## config.mk

```make
export PLATFORM = sky130hd
export DESIGN_NAME = signed_integer_to_decimal_text_unit_flat
export DESIGN_NICKNAME = d
export VERILOG_FILES = /design/src/rtl/sitdt_pkg.sv /design/src/rtl/sitdt_if.sv /design/src/rtl/signed_integer_to_decimal_text_unit.sv /design/src/rtl/sitdt_cell.sv /design/src/rtl/sitdt_ctrl.sv /design/src/flat_wrapper.sv
export VERILOG_INCLUDE_DIRS = /design/src /design/src/rtl
export SDC_FILE = /design/constraint.sdc
export NUM_CORES = 1
export LEC_CHECK = 0
export BUFFER_PORTS_ARGS = -buffer_cell sky130_fd_sc_hd__buf_4
export CORE_ASPECT_RATIO = 1.5
export CORE_MARGIN = 5
export CORE_UTILIZATION = 61
export CTS_CLUSTER_DIAMETER = 100
export CTS_CLUSTER_SIZE = 16
export DETAILED_ROUTE_END_ITERATION = 6
export HOLD_SLACK_MARGIN = 0.05
export PLACE_DENSITY = 0.91
export SLEW_MARGIN = 0
export SYNTH_ARGS = -nofsm -noshare
export SYNTH_HDL_FRONTEND = slang
export SYNTH_SLANG_ARGS = --single-unit
export TNS_END_PERCENT = 5
```

## constraint.sdc

```tcl
create_clock -name clk -period 4.8 [get_ports clk]
set_clock_uncertainty 0.2 [all_clocks]
set_input_delay 0 -clock clk [delete_from_list [all_inputs] [get_ports clk]]
set_output_delay 0 -clock clk [all_outputs]
set_load 0.01 [all_outputs]
```

## src/rtl/signed_integer_to_decimal_text_unit_macros.svh

```systemverilog
// Assertion macros of the decimal text unit, used by its controller.
// Depends on nothing; taken in by `include where assertions are written.
`ifndef SIGNED_INTEGER_TO_DECIMAL_TEXT_UNIT_MACROS_SVH
`define SIGNED_INTEGER_TO_DECIMAL_TEXT_UNIT_MACROS_SVH

// Same-cycle implication, checked outside reset.
`define SITDT_ASSERT_IMP(lbl, clk, rstn, ante, cons, msg) \
	lbl: assert property (@(posedge clk) disable iff (!(rstn)) (ante) |-> (cons)) \
		else $error(msg);

// Next-cycle implication, checked outside reset.
`define SITDT_ASSERT_NXT(lbl, clk, rstn, ante, cons, msg) \
	lbl: assert property (@(posedge clk) disable iff (!(rstn)) (ante) |=> (cons)) \
		else $error(msg);

`endif

```

## src/rtl/sitdt_pkg.sv

```systemverilog
// Package of the decimal text unit: widths, character codes, controller states
// and the control word of the digit cells. Depends on nothing.
`timescale 1ns / 1ps
package sitdt_pkg;
	localparam int VALUE_W = 64;
	localparam int CHAR_W  = 8;
	localparam int DIGIT_W = 4;
	localparam int DIGITS  = 19;
	localparam int BITCNT_W = $clog2(VALUE_W);
	localparam int REM_W    = $clog2(DIGITS + 1);

	localparam logic [CHAR_W-1:0] CHAR_ZERO  = 8'd48;
	localparam logic [CHAR_W-1:0] CHAR_MINUS = 8'd45;

	typedef enum logic [2:0] {
		ST_IDLE,
		ST_CONV,
		ST_SIGN,
		ST_SKIP,
		ST_EMIT
	} state_t;

	typedef struct packed {
		logic clear;
		logic conv;
		logic shift;
	} cell_ctrl_t;

	typedef struct packed {
		logic valid;
		logic sign;
		logic last;
	} emit_t;
endpackage

```

## src/rtl/sitdt_if.sv

```systemverilog
// Request channels of the decimal text unit: signed value in, characters out.
// Depends on sitdt_pkg.
`timescale 1ns / 1ps
interface sitdt_in_if;
	logic                                 valid;
	logic                                 ready;
	logic signed [sitdt_pkg::VALUE_W-1:0] value;
	modport source(output valid, output value, input ready);
	modport sink(input valid, input value, output ready);
endinterface

interface sitdt_out_if;
	logic                          valid;
	logic                          ready;
	logic [sitdt_pkg::CHAR_W-1:0]  character;
	logic                          last;
	modport source(output valid, output character, output last, input ready);
	modport sink(input valid, input character, input last, output ready);
endinterface

```

## src/rtl/signed_integer_to_decimal_text_unit.sv

```systemverilog
// Channel  Dir  Payload                Meaning
// din      in   value[63:0] signed     integer to convert
// dout     out  character[7:0], last   ASCII '-' or digit, last on final char
//
// An item is accepted in idle, run by double dabble through the 19-cell chain
// (one magnitude bit per cycle), gives its minus sign if negative, skips leading
// zeros, then gives its digits one per cycle while dout is ready; 1 to 20 chars in all.
// din is ready only in idle; dout stalls hold the chain. Reset clears control.
// Top level; depends on sitdt_pkg, sitdt_if, sitdt_cell and sitdt_ctrl.
`timescale 1ns / 1ps
module signed_integer_to_decimal_text_unit (
	input  logic        clk,
	input  logic        arst_n,
	sitdt_in_if.sink    din,
	sitdt_out_if.source dout
);
	import sitdt_pkg::*;

	cell_ctrl_t         cell_ctrl;
	emit_t              emit;
	logic               ser_bit;
	logic               carry [0:DIGITS];
	logic [DIGIT_W-1:0] digit [0:DIGITS-1];

	sitdt_ctrl u_ctrl (
		.clk       (clk),
		.arst_n    (arst_n),
		.in_valid  (din.valid),
		.in_value  (din.value),
		.in_ready  (din.ready),
		.out_ready (dout.ready),
		.top_digit (digit[DIGITS-1]),
		.emit      (emit),
		.cell_ctrl (cell_ctrl),
		.ser_bit   (ser_bit)
	);

	assign carry[0] = ser_bit;

	for (genvar i = 0; i < DIGITS; i++) begin : g_cell
		logic [DIGIT_W-1:0] shift_in;
		if (i == 0) begin : g_first
			assign shift_in = '0;
		end else begin : g_rest
			assign shift_in = digit[i-1];
		end
		sitdt_cell u_cell (
			.clk       (clk),
			.arst_n    (arst_n),
			.ctrl      (cell_ctrl),
			.carry_in  (carry[i]),
			.shift_in  (shift_in),
			.carry_out (carry[i+1]),
			.digit     (digit[i])
		);
	end

	assign dout.valid     = emit.valid;
	assign dout.last      = emit.last;
	assign dout.character = emit.sign ? CHAR_MINUS
		: CHAR_ZERO + {{(CHAR_W-DIGIT_W){1'b0}}, digit[DIGITS-1]};
endmodule

```

## src/rtl/sitdt_cell.sv

```systemverilog
// One decimal digit cell of the double-dabble chain; also shifts digits
// towards the top of the chain for output. Depends on sitdt_pkg.
`timescale 1ns / 1ps
module sitdt_cell (
	input  logic                            clk,
	input  logic                            arst_n,
	input  sitdt_pkg::cell_ctrl_t           ctrl,
	input  logic                            carry_in,
	input  logic [sitdt_pkg::DIGIT_W-1:0]   shift_in,
	output logic                            carry_out,
	output logic [sitdt_pkg::DIGIT_W-1:0]   digit
);
	import sitdt_pkg::*;

	logic [DIGIT_W-1:0] digit_q;
	logic [DIGIT_W-1:0] adj;

	assign adj       = (digit_q >= 4'd5) ? digit_q + 4'd3 : digit_q;
	assign carry_out = adj[DIGIT_W-1];
	assign digit     = digit_q;

	always_ff @(posedge clk or negedge arst_n) begin
		if (!arst_n) begin
			digit_q <= '0;
		end else begin
			priority if (ctrl.clear) begin
				digit_q <= '0;
			end else if (ctrl.conv) begin
				digit_q <= {adj[DIGIT_W-2:0], carry_in};
			end else if (ctrl.shift) begin
				digit_q <= shift_in;
			end else begin
				digit_q <= digit_q;
			end
		end
	end
endmodule

```

## src/rtl/sitdt_ctrl.sv

```systemverilog
// Controller: magnitude register feeding the cell chain bit by bit, sign,
// leading-zero skip and character sequencing. Depends on sitdt_pkg and the macros.
`timescale 1ns / 1ps
`include "signed_integer_to_decimal_text_unit_macros.svh"
module sitdt_ctrl (
	input  logic                            clk,
	input  logic                            arst_n,
	input  logic                            in_valid,
	input  logic [sitdt_pkg::VALUE_W-1:0]   in_value,
	output logic                            in_ready,
	input  logic                            out_ready,
	input  logic [sitdt_pkg::DIGIT_W-1:0]   top_digit,
	output sitdt_pkg::emit_t                emit,
	output sitdt_pkg::cell_ctrl_t           cell_ctrl,
	output logic                            ser_bit
);
	import sitdt_pkg::*;

	state_t               state_q, state_d;
	logic [VALUE_W-1:0]   mag_q;
	logic                 neg_q;
	logic [BITCNT_W-1:0]  bit_cnt_q;
	logic [REM_W-1:0]     rem_q;
	logic                 in_fire;
	logic                 skip_zero;

	assign in_fire   = in_valid && in_ready;
	assign skip_zero = (top_digit == '0) && (rem_q > REM_W'(1));
	assign ser_bit   = mag_q[VALUE_W-1];

	always_comb begin
		state_d = state_q;
		unique case (state_q)
			ST_IDLE: if (in_valid) state_d = ST_CONV;
			ST_CONV: if (bit_cnt_q == '0) state_d = neg_q ? ST_SIGN : ST_SKIP;
			ST_SIGN: if (out_ready) state_d = ST_SKIP;
			ST_SKIP: if (!skip_zero) state_d = ST_EMIT;
			ST_EMIT: if (out_ready && rem_q == REM_W'(1)) state_d = ST_IDLE;
			default: state_d = ST_IDLE;
		endcase
	end

	always_comb begin
		in_ready        = 1'b0;
		emit            = '0;
		cell_ctrl       = '0;
		unique case (state_q)
			ST_IDLE: begin
				in_ready        = 1'b1;
				cell_ctrl.clear = in_valid;
			end
			ST_CONV: begin
				cell_ctrl.conv = 1'b1;
			end
			ST_SIGN: begin
				emit.valid = 1'b1;
				emit.sign  = 1'b1;
			end
			ST_SKIP: begin
				cell_ctrl.shift = skip_zero;
			end
			ST_EMIT: begin
				emit.valid      = 1'b1;
				emit.last       = (rem_q == REM_W'(1));
				cell_ctrl.shift = out_ready && (rem_q != REM_W'(1));
			end
			default: begin
				in_ready = 1'b0;
			end
		endcase
	end

	always_ff @(posedge clk or negedge arst_n) begin
		if (!arst_n) begin
			state_q   <= ST_IDLE;
			neg_q     <= 1'b0;
			bit_cnt_q <= '0;
			rem_q     <= '0;
		end else begin
			state_q <= state_d;
			if (in_fire) begin
				neg_q     <= in_value[VALUE_W-1];
				bit_cnt_q <= BITCNT_W'(VALUE_W - 1);
				rem_q     <= REM_W'(DIGITS);
			end else if (state_q == ST_CONV) begin
				bit_cnt_q <= bit_cnt_q - BITCNT_W'(1);
			end else if (cell_ctrl.shift) begin
				rem_q <= rem_q - REM_W'(1);
			end
		end
	end

	always_ff @(posedge clk) begin
		if (in_fire) begin
			mag_q <= in_value[VALUE_W-1] ? (~in_value + VALUE_W'(1)) : in_value;
		end else if (state_q == ST_CONV) begin
			mag_q <= {mag_q[VALUE_W-2:0], 1'b0};
		end
	end

	`SITDT_ASSERT_NXT(a_conv_ends, clk, arst_n,
		(state_q == ST_CONV && bit_cnt_q == '0), (state_q != ST_CONV),
		"conversion did not end after the last magnitude bit")
	`SITDT_ASSERT_IMP(a_sign_neg, clk, arst_n,
		(state_q == ST_SIGN), (neg_q),
		"minus sign offered for a non-negative value")
	`SITDT_ASSERT_IMP(a_rem_live, clk, arst_n,
		(state_q == ST_SKIP || state_q == ST_EMIT), (rem_q != '0),
		"digit count ran out while emitting")
	`SITDT_ASSERT_NXT(a_last_idle, clk, arst_n,
		(emit.valid && emit.last && out_ready), (state_q == ST_IDLE),
		"controller did not return to idle after the last character")
endmodule

```

## src/flat_wrapper.sv

```systemverilog
// flat-port wrapper written by rule: the top's interface ports become plain ports
module signed_integer_to_decimal_text_unit_flat import sitdt_pkg::*;
  (clk, arst_n, din_valid, din_value, din_ready, dout_valid, dout_character, dout_last, dout_ready);
  sitdt_in_if din_i ();
  sitdt_out_if dout_i ();
  input  logic clk;
  input  logic arst_n;
  input wire logic [$bits(din_i.valid)-1:0] din_valid;
  input wire logic [$bits(din_i.value)-1:0] din_value;
  output wire logic [$bits(din_i.ready)-1:0] din_ready;
  output wire logic [$bits(dout_i.valid)-1:0] dout_valid;
  output wire logic [$bits(dout_i.character)-1:0] dout_character;
  output wire logic [$bits(dout_i.last)-1:0] dout_last;
  input wire logic [$bits(dout_i.ready)-1:0] dout_ready;
  assign din_i.valid = din_valid;
  assign din_i.value = din_value;
  assign din_ready = din_i.ready;
  assign dout_valid = dout_i.valid;
  assign dout_character = dout_i.character;
  assign dout_last = dout_i.last;
  assign dout_i.ready = dout_ready;
  signed_integer_to_decimal_text_unit u_core (.clk(clk), .arst_n(arst_n), .din(din_i), .dout(dout_i));
endmodule
```

# Word-level counts from Yosys, hierarchy flattened
# Cells that the tools add are included.
[totals]
elab_cells = 192
romBits = 0
memories = 0
register_bits = 155
latchBits = 0
mem_bits_rw = 0
inputBits = 68
output_inout_bits = 11
[op_classes]
bitwise_logic = 1
div_mod_pow = 0
shift = 0
n_reduce_logical = 13
n_addsub = 23
order_cmp = 20
n_mul = 0
mux = 99
n_eq_ne = 12
[op_table]
columns = ["cell", "n"]
rows = [
  ["$mux 4", 75],
  ["$mux 64", 3],
  ["$ge 4x3->1 const B", 19],
  ["$add 4x2->4 const B", 18],
  ["$add 64x1->64 const B", 1],
  ["$not 64->64", 1],
  ["$mux 3", 6],
  ["$mux 5", 3],
  ["$pmux 3 s5", 1],
  ["$mux 6", 2],
  ["$ne 2x2->1 const B", 6],
  ["$mux 8", 1],
  ["$add 6x4->7 const A", 1],
  ["$mux 1", 7],
  ["$eq 3x2->1 const B", 2],
  ["$logic_not 6->1", 1],
  ["$sub 6x1->6 const B", 1],
  ["$eq 5x1->1 const B", 1],
  ["$gt 5x1->1 const B", 1],
  ["$ne 5x1->1 const B", 1],
  ["$reduce_and 5->1", 1],
  ["$sub 5x1->5 const B", 1],
  ["$logic_and 1x1->1", 4],
  ["$logic_not 4->1", 1],
  ["9 further kinds", 10],
]

# Longest topological paths before layout
# Gate-level depths: netlist of run 1.
[logic_depth]
depth_word = 6
ltp_mapped = 10
mapped_depth_nobuf = 8

# By module
# A second synthesis of run 1 with hierarchy kept.
[unflattened]
hier_cells = 1270
hier_area_um2 = 11536.1
[by_module_without_submodules]
columns = ["module", "instances", "cells_per_inst", "area_per_inst_um2", "seq_area_each_um2"]
rows = [
  ["sitdt_cell", 19, 39, 344.1, 100.1],
  ["sitdt_ctrl", 1, 519, 4939.7, 2297.2],
  ["signed_integer_to_decimal_text_unit", 1, 10, 58.8, 0.0],
]

# Worst setup path before layout of run 1
# No wires, ideal clock.
[synth_timing]
path_kind = "reg-to-reg"
start = "register u_core.u_ctrl.state_q[1]"
end = "register u_core.u_ctrl.mag_q[0] (enable)"
arrival_ns = 3.524
setup_ns = 0.453
setup_slack_ns = 0.623
path_buffers = 3
t_required_ns = 4.147
synth_period_minus_slack_ns = 4.177
stages_incl_launch_ff = 7
cell_sequence = "dfrtp_1 clkbuf_1 nor3_1 nand2_1 nand2_1 clkbuf_1 clkbuf_1"
[synth_between]
elab_chain_len = 4
word_cells_on_any_way = 5
cone_classes = "eq/ne: 1; mux: 1; reduce/logical: 3"
[synth_lines]
columns = ["item", "line", "text"]
rows = [
  ["start, declared", "sitdt_ctrl.sv:19", "state_t state_q, state_d;"],
  ["start signal, assigned", "sitdt_ctrl.sv:80", "state_q <= state_d;"],
  ["$logic_not 3->1", "sitdt_ctrl.sv:47", "unique case (state_q)"],
  ["$mux 1", "sitdt_ctrl.sv:47", ""],
  ["net din_ready", "flat_wrapper.sv:10", "output wire logic [$bits(din_i.ready)-1:0] din_ready;"],
  ["$logic_and 1x1->1", "sitdt_ctrl.sv:27", "assign in_fire = in_valid && in_ready;"],
  ["$reduce_bool 2->1 (no source line)", "--", ""],
  ["end signal, assigned", "sitdt_ctrl.sv:95", "mag_q <= in_value[VALUE_W-1] ? (~in_value + VALUE_W'(1)) : in_value;"],
  ["end signal, assigned", "sitdt_ctrl.sv:97", "mag_q <= {mag_q[VALUE_W-2:0], 1'b0};"],
  ["end, declared", "sitdt_ctrl.sv:20", "logic [VALUE_W-1:0] mag_q;"],
]
# The timed path passes the listed nets, and every way through them passes these cells.
# A chain may end at the register's enable or synchronous reset.

# Worst setup path after layout of run 1
[layout_timing]
start = "input din_value[0]"
end = "register u_core.u_ctrl.mag_q[38], data pin"
[layout_between]
elab_chain_len = 4
[layout_lines]
columns = ["item", "line", "text"]
rows = [
  ["start, declared", "flat_wrapper.sv:9", "input wire logic [$bits(din_i.value)-1:0] din_value;"],
  ["$not 64->64", "sitdt_ctrl.sv:95", ""],
  ["$add 64x1->64", "sitdt_ctrl.sv:95", ""],
  ["$mux 64", "sitdt_ctrl.sv:95", ""],
  ["$mux 64", "sitdt_ctrl.sv:94", "if (in_fire) begin"],
]
# No other way between the ends.

==> results of run 1 <==
-- cell families (layout without fill, tap and decap cells) --
logic type                 count (synthesis)  after routing  synth area share
AOI/OAI and AO/OA                        338            338             0.207
and+or+nand+nor                          295            295             0.155
DFF                                      155            155             0.424
buffers and inverters                    108            259            0.0434
xor gates and xnor gates                  84             84            0.0742
adders and majority gates                 44             44            0.0555
muxes                                     40             40            0.0406
other                                      2              3          0.000757
-- placed cells by master, fill, tap and decap left out, types with 6 or more instances in the layout --
cell           synthesis  layout
nand2_1               94      92
a21oi_1               98      98
buf_4                  3      83
ha_1                  44      44
nand2b_1              22      22
o41ai_2                6       6
or3_1                  9       8
or4_1                 10      10
nor2_1                75      75
inv_1                 46      46
o21ai_0               92      91
a211oi_1              30      30
dlygate4sd3_1          0      98
xnor2_1               21      21
nand3_1                7       7
clkbuf_16              0      17
o22ai_1               58      58
o31ai_1               22      22
nor3b_1               39      39
o21ai_1               11      11
xor2_1                63      63
mux2i_1               38      38
edfxtp_1              64      64
nor3_1                 9       9
o41ai_1                8       8
dfrtp_1               91      91
-- stage by stage --
stage / setup slack (ns) / utilization / std cells / total power (uW) / cell area, um^2
5_1_grt: 0.314 / 0.752 / 1424 / 7830 / 12100
2_1_floorplan: 0.623 / - / 1067 / 4920 / 9920
3_3_place_gp: 1.66 / 0.656 / 1294 / 5510 / 10600
4_1_cts: 1.15 / 0.752 / 1424 / 7170 / 12100
3_5_place_dp: 1.60 / 0.656 / 1294 / 5680 / 10600
6_report: 0.604 / 0.752 / 1424 / 7400 / 12100
-- where the power goes --
part	internal, uW	switching (uW)	leakage, uW
clock	771	577	0.000275
sequential	2190	510	0.00177
combinational	1300	2040	0.00305
total	4270	3130	0.00509
-- per-layer routing --
layer  wire [um]  vias to the layer above  global-route usage  share of wire
met5           0                        -                   0              0
met4        1980                        0               0.180          0.065
met3        2460                      180              0.0627          0.081
met2       15600                      638               0.555           0.52
met1       10200                     4492               0.363           0.34
li1            -                     4168                   -              -
-- critical path, cell delays in order --
cell	delay (ns)
dlygate4sd3_1	0.54
buf_4	0.15
inv_1	0.09
ha_1	0.25
or4b_1	0.55
nor4b_1	0.52
nand4_1	0.58
o31ai_1	0.59
xor2_1	0.24
dlygate4sd3_1	0.57
o21ai_0	0.06
-- sequential cells by signal, indices dropped and copies added (netlist names) --
signal / flops
u_core.g_cell.u_cell.digit: 76
u_core.u_ctrl.mag_q: 64
u_core.u_ctrl.bit_cnt_q: 6
u_core.u_ctrl.rem_q: 5
u_core.u_ctrl.state_q: 3
u_core.u_ctrl.neg_q: 1
-- how the worst max path moves through the flow --
stage,endpoint,slack (ns),depth (start not counted)
after global placement,u_core.u_ctrl.mag_q[44],1.66,4
final,u_core.u_ctrl.mag_q[38],0.60,11
after CTS,u_core.u_ctrl.mag_q[51],1.15,9
after floorplan,u_core.u_ctrl.mag_q[0],0.62,6
after global routing,u_core.u_ctrl.mag_q[38],0.31,11
after detailed placement,u_core.g_cell[3].u_cell.digit[3],1.60,6
-- cell type report --
cell class / count / area (um^2) / area share
tap: 206 / 258 / 0.0213
clock inverter: 13 / 143 / 0.0118
multi-input combinational: 804 / 5320 / 0.438
clock buffer: 19 / 433 / 0.0357
sequential: 155 / 4200 / 0.346
inverter: 46 / 173 / 0.0142
timing repair buffer: 181 / 1600 / 0.132
-- timing repair --
action | in CTS | in global routing
endpoints found under the setup margin | 0 | 0
hold buffers | 98 | 0
setup buffers | 0 | 0
endpoints found under the hold margin | 176 | 0
==> impl_metrics.tcl, run 1 <==
set metrics [dict create \
    grt_usage 0.320 \
    yosys-top-cells-count "a21oi_1, nand2_1, o21ai_0" \
    die_h_um 166 \
    postRouteAntennaNets 0 \
    synth_most_common_cell "a21oi_1" \
    power_per_cell_area_nw_per_um2 610 \
    synth_edf_count 64 \
    ir_drop_mv 0.315 \
    r2r_end "u_core.g_cell[4].u_cell.digit[3]" \
    dieArea_um2 19000 \
    die_w_um 114 \
    core_area_um2 16100 \
    post-dp-hpwl_mm 14.4 \
    tritoncts "built" \
    async_flop_share 0.587 \
    fin_tns_setup_ns 0 \
    numPortBuffers 75 \
    r2r_cells 6 \
    io_pins 79 \
    cp_data_arrival_time_ns 4.15 \
    status "completed" \
    synthToLayoutAreaGrowth_pct 22.3 \
    ys_warn_count 0 \
    grt_pass1_vias 9598 \
    yosys.area.top_type_share 0.230 \
    avgSynthCellArea_um2 9.30 \
    ys_types 56 \
    cts_buffers 17 \
    setup-violations-final 0 \
    vias 9478 \
    required_ns 4.75 \
    r2r-start "u_core.u_ctrl.state_q[2]" \
    grt_max_degree 88 \
    worstHoldPathType "primary input to async pin" \
    grt_setup_unrepaired "false" \
    cts_sinks 155 \
    leakage_uw 0.00509 \
    ys_seq_area_frac 0.424 \
    synthTopCellsByArea "dfrtp_1, edfxtp_1, xor2_1" \
    detail_route.wl_per_cell_um 21.2 \
    drtPass1Iterations 5 \
    grt_pass1_wl_mm 49.0 \
    cp-end-kind "flip-flop" \
    critPathMaxFanout 6 \
    nets 1317 \
    clk_latency_ns 0.43 \
    via_per_inst 6.66 \
    synth_seq_cells 155 \
    relSlewSlack 0.314 \
    max_freq_mhz 238 \
    worst_pin_slew_ns 1.03 \
    critical_path_class "primary input to flip-flop" \
    hold-worst-slack_ns 0.168 \
    start_util 0.615 \
    startpoint "din_value[0]" \
    hold_viol 0 \
    yosys_most_used_dff "dfrtp_1" \
    cts-resized-gates 0 \
    synthCells 1066 \
    routed_wl_mm 30.2 \
    startpoint_type "primary input" \
    n_antenna_cell 0 \
    htree_levels 4 \
    clk_path_buf_depth 2 \
    layout_min_cycle_time_ns 4.20 \
    synth_top_area_cell "dfrtp_1" \
    min_period_over_period 0.874 \
    slew_violations 0 \
    netlist_area_um2 9910 \
    overflow 0 \
    antenna_found_initial 0 \
    drive_gt1_frac 0.114 \
    clock-root-buffer "clkbuf_16" \
    drtIter0Drc 971 \
    rrSetupSlack_ns 1.39 \
    rows 57 \
    n_fill_cell 976 \
    gp_congestion 0.836 \
    clk_pin_slew_ns 0.07 \
    drc 0 \
    cap_violations 0 \
]
Power figures use the tool's default switching activity.
==> run 2: changes to the inputs <==
CELL_PAD_IN_SITES_DETAIL_PLACEMENT = 1   (was unset)
CELL_PAD_IN_SITES_GLOBAL_PLACEMENT = 1   (was unset)
CORE_UTILIZATION = 47   (was 61)
PLACE_DENSITY = 0.9   (was 0.91)
==> impl_metrics.tcl, run 2 (synthesis results as in run 1) <==
set metrics [dict create \
    hold_viol 0 \
    dr_wl_met2_mm 19.2 \
    fin_cells 1490 \
    worst-path-buf-inv 4 \
    vias 9453 \
    worst_pin_slew_ns 1.03 \
    post-route-util 0.589 \
    startpoint_type "primary input" \
    die_h_um 188 \
    post-cts-setup-buffer-count 0 \
    leakage_uw 0.00515 \
    final_cell_mix "dlygate4sd3_1, a21oi_1, nand2_1, o21ai_0, dfrtp_1" \
    critical_path.top_delay_family "buffers and inverters" \
    hold_path_end "u_core.u_ctrl.mag_q[0]" \
    largest_register_ffs 76 \
    via_per_inst 6.34 \
    relSlewSlack 0.311 \
    drive_gt1_frac 0.117 \
    slew_violations 0 \
    gp_congestion 0.797 \
    p_sw_uw 3370 \
    cp-end-kind "flip-flop" \
    grt_usage 0.301 \
    required_ns 4.78 \
    setup-violations-final 0 \
    clock-root-buffer "clkbuf_16" \
    die_w_um 129 \
    antenna_found_initial 1 \
    drtIter0Drc 762 \
    seqCellArea_um2 4200 \
    final_common_cell "dlygate4sd3_1" \
    r2r_cells 6 \
    overflow 0 \
    clk_path_buf_depth 2 \
    rows 65 \
    internal-power_uw 4390 \
    worstPathCellList "dlygate4sd3_1, buf_4, or4_1, nor2_1, nand4_2, o31ai_2, xor2_1, dlygate4sd3_1, o21ai_1, dlygate4sd3_1" \
    hold-worst-slack_ns 0.306 \
    worstHoldPathType "primary input to flip-flop" \
    grt_max_degree 97 \
    netSwitchingFraction 0.434 \
    grt_pass1_vias 10400 \
    combPwrFrac 0.455 \
    holdPathStages 4 \
    dieArea_um2 24200 \
    dr_wl_met3_mm 1.79 \
    stdcell_area_um2 12300 \
    max_freq_mhz 221 \
    synthToLayoutAreaGrowth_pct 24.2 \
    drtPass1Iterations 7 \
    critPathMaxFanout 14 \
    crit_path_max_incr_delay_ns 0.67 \
    rrSetupSlack_ns 1.15 \
    grt_pass1_wl_mm 57.6 \
    timing.hold.worst.start "din_value[0]" \
    cp_common_cell "dlygate4sd3_1" \
    power_per_cell_area_nw_per_um2 630 \
    layout_min_cycle_time_ns 4.52 \
    ctsHoldBuffers 102 \
    cp_data_arrival_time_ns 4.50 \
    multi_input_comb_area_um2 5320 \
    grt_setup_unrepaired "false" \
    routed_wl_mm 35.6 \
    min_period_over_period 0.942 \
    io_pins 79 \
    postRouteAntennaNets 0 \
    detail_route.wl_per_cell_um 23.9 \
    r2r_end "u_core.g_cell[4].u_cell.digit[3]" \
    top_layer "met4" \
    post-dp-hpwl_mm 17.1 \
    nets 1320 \
    cts-resized-gates 0 \
    cts_sinks 155 \
    cap_violations 0 \
    cts_buffers 17 \
    status "completed" \
    htree_levels 4 \
    fin_tns_setup_ns 0 \
    wirelength_met1_mm 12.7 \
    clk_pin_slew_ns 0.07 \
    r2r-start "u_core.u_ctrl.state_q[2]" \
    place_area_um2 10600 \
    p_seq_frac 0.355 \
    drc 0 \
    clk_latency_ns 0.44 \
    numPortBuffers 75 \
    n_fill_cell 2270 \
    core_area_um2 20900 \
    ir_drop_mv 0.411 \
    crit_path_top_delay_cell "nand4_2" \
    dp_cells 1355 \
    tritoncts "built" \
    start_util 0.474 \
    pwr-share-clk 0.191 \
    critical_path_class "primary input to flip-flop" \
]
==> run 2: cell count changes in the layout (fill, tap and decap cells not counted), sizes merged <==
cell,before,now
clkbuf,19,22
dlygate4sd3,98,101
bufinv,2,1
clkinvlp,2,1
diode,0,1
inv,49,48
==> run 2: worst max path at each step <==
stage / start / slack (ns) / end / depth (start not counted)
floorplan: u_core.u_ctrl.state_q[1] / 0.62 / u_core.u_ctrl.mag_q[0] / 6
global placement: u_core.u_ctrl.state_q[2] / 1.51 / u_core.g_cell[13].u_cell.digit[2] / 6
detailed placement: u_core.u_ctrl.state_q[2] / 1.35 / u_core.g_cell[4].u_cell.digit[3] / 6
CTS: din_value[12] / 0.73 / u_core.u_ctrl.mag_q[49] / 10
global route: din_value[14] / 0.22 / u_core.u_ctrl.mag_q[41] / 10
finish: din_value[14] / 0.28 / u_core.u_ctrl.mag_q[41] / 10
==> run 2: cell type report <==
| cell class | instances | share of cell area |
|---|---|---|
| tap | 268 | 0.0272 |
| clock inverter | 10 | 0.00782 |
| multi-input combinational | 804 | 0.432 |
| inverter | 46 | 0.0140 |
| sequential | 155 | 0.341 |
| clock buffer | 22 | 0.0438 |
| timing repair buffer | 184 | 0.134 |
| antenna | 1 | 0.000203 |
==> run 2: tightest hold or removal path: stages <==
cell	delay (ns)
dlygate4sd3_1	0.53
buf_4	0.12
inv_1	0.06
nor2_1	0.10
==> run 2: per-stage QoR <==
| step | setup WS (ns) | total power, uW |
|---|---|---|
| after global routing | 0.219 | 8240 |
| after detailed placement | 1.35 | 5800 |
| after global placement | 1.51 | 5570 |
| after floorplan | 0.623 | 4920 |
| after CTS | 0.735 | 7460 |
| final | 0.279 | 7760 |
==> run 2: power by group through the flow <==
| stage | registers, uW | clock network (uW) | logic, uW |
|---|---|---|---|
| CTS | 2680 | 1460 | 3320 |
| global route | 2810 | 1550 | 3880 |
| finish | 2750 | 1480 | 3530 |
| global placement | 2640 | 0 | 2930 |
| detailed placement | 2680 | 0 | 3120 |
| floorplan | 2530 | 0 | 2390 |
==> run 2: layer usage <==
layer	track usage	vias to the layer above
met5	0	-
met1	0.335	4717
met3	0.0439	151
met2	0.546	432
met4	0.154	0
li1	-	4153
==> run 3: changes to the inputs <==
BUFFER_PORTS_ARGS = -buffer_cell sky130_fd_sc_hd__buf_2   (was -buffer_cell sky130_fd_sc_hd__buf_4)
==> impl_metrics.tcl, run 3 (synthesis results as in run 1) <==
set metrics [dict create \
    status "completed" \
    pwr-share-clk 0.176 \
    hold_viol 0 \
    cap_violations 0 \
    worst_slack_ns 0.853 \
    routed_wl_mm 34.6 \
    post-place-ws_ns 1.70 \
    io_pins 79 \
    critical_path.top_delay_family "simple AND/OR/NAND/NOR gates" \
    die_h_um 188 \
    slew_violations 0 \
    cts_sinks 155 \
    p_sw_uw 3290 \
    clk_pin_slew_ns 0.07 \
    critPathMaxFanout 14 \
    grt_setup_unrepaired "false" \
    crit_path_top_delay_cell "or4_1" \
    final_common_cell "a21oi_1" \
    dieArea_um2 24200 \
    antenna_found_initial 0 \
    final_cell_mix "a21oi_1, dlygate4sd3_1, nand2_1, o21ai_0, dfrtp_1" \
    clock-root-buffer "clkbuf_16" \
    combPwrFrac 0.458 \
    largest_register_ffs 76 \
    power_per_cell_area_nw_per_um2 624 \
    worst-path-buf-inv 3 \
    grt_max_degree 91 \
    cts-resized-gates 0 \
    n_antenna_cell 0 \
    cp_common_cell "dlygate4sd3_1" \
    netSwitchingFraction 0.439 \
    post-dp-hpwl_mm 17.3 \
    drtPass1Iterations 5 \
    p_seq_frac 0.365 \
    tritoncts "built" \
    worstPathCellList "dlygate4sd3_1, buf_2, or4_1, nor2_1, nand4_2, o41ai_2, xor2_1, dlygate4sd3_1, o21ai_1" \
    worst_pin_slew_ns 0.987 \
    relSlewSlack 0.337 \
    internal-power_uw 4210 \
    rows 65 \
    required_ns 4.78 \
    cp_data_arrival_time_ns 3.93 \
    nets 1313 \
    grt_pass1_wl_mm 55.6 \
    gp_congestion 0.833 \
    fin_tns_setup_ns 0 \
    drive_gt1_frac 0.114 \
    detail_route.wl_per_cell_um 23.4 \
    clk_latency_ns 0.44 \
    worstHoldPathType "primary input to flip-flop" \
    min_period_over_period 0.822 \
    overflow 0 \
    ir_drop_mv 0.331 \
    setup-violations-final 0 \
    layout_min_cycle_time_ns 3.95 \
    crit_path_max_incr_delay_ns 0.63 \
    cts_buffers 17 \
    grt_usage 0.289 \
    rrSetupSlack_ns 1.60 \
    drc 0 \
    die_w_um 129 \
    vias 9347 \
    max_freq_mhz 253 \
    cp-end-kind "flip-flop" \
    start_util 0.474 \
    numPortBuffers 75 \
    grt_pass1_vias 10100 \
    via_per_inst 6.31 \
    startpoint_type "primary input" \
    htree_levels 4 \
    postRouteAntennaNets 0 \
    leakage_uw 0.00502 \
    critical_path_class "primary input to flip-flop" \
    clk_path_buf_depth 2 \
    core_area_um2 20900 \
    drtIter0Drc 690 \
    synthToLayoutAreaGrowth_pct 21.0 \
]
-- run 3: power groups by stage --
stage	logic (uW)	registers (uW)	clock network (uW)
3_5_place_dp	3100	2680	0
4_1_cts	3230	2670	1320
5_1_grt	3760	2790	1380
6_report	3430	2740	1320
2_1_floorplan	2390	2530	0
3_3_place_gp	2900	2630	0
-- run 3: routing by layer --
layer	wire length [um]	vias to the layer above	GRT usage	share of wire
met5	0	-	0	0
met4	1570	0	0.137	0.045
met3	1740	135	0.0510	0.050
met2	18600	428	0.518	0.54
met1	12700	4633	0.326	0.37
li1	-	4151	-	-
-- run 3: final cells by class --
class | instances | area, um^2
Clock inverter | 10 | 63.8
Clock buffer | 22 | 497
Fill cell | 2304 | 8900
Inverter | 46 | 173
Timing Repair Buffer | 177 | 1420
Tap cell | 268 | 335
Sequential cell | 155 | 4200
Multi-Input combinational cell | 804 | 5320
-- run 3: what timing repair did --
action | 4_1_cts | 5_1_grt
endpoints found under the hold margin | 175 | 0
buffers inserted | 0 | 0
hold buffers | 95 | 0
-- run 3: worst paths after layout --
kind                                       startpoint                           endpoint  depth (start not counted)
max reg2reg                  u_core.u_ctrl.state_q[2]            u_core.u_ctrl.mag_q[56]                          7
min in group asynchronous                      arst_n  u_core.g_cell[15].u_cell.digit[3]                          4
max                                     din_value[14]            u_core.u_ctrl.mag_q[55]                          9
min                                     din_value[63]                u_core.u_ctrl.neg_q                          4
max in group asynchronous                      arst_n  u_core.g_cell[12].u_cell.digit[0]                          4
min reg2reg                u_core.u_ctrl.bit_cnt_q[0]         u_core.u_ctrl.bit_cnt_q[0]                          1
-- run 3: per-stage QoR --
step	util	cell area, um^2	hold slack (ns)	std cells	power, uW
5_1_grt	0.574	12000	0.219	1482	7940
6_report	0.574	12000	0.191	1482	7490
3_3_place_gp	0.501	10500	-0.265	1355	5530
4_1_cts	0.574	12000	0.127	1482	7220
2_1_floorplan	-	9920	-0.496	1067	4920
3_5_place_dp	0.501	10500	-0.256	1355	5780
-- run 3: worst register-to-register path, cell delays in order (launching register included) --
cell	delay, ns
dfrtp_1	0.57
nor3_1	0.20
nand2_4	0.44
buf_4	0.74
nor3b_1	0.15
a21oi_1	0.18
o31ai_1	0.12
a311o_1	0.36
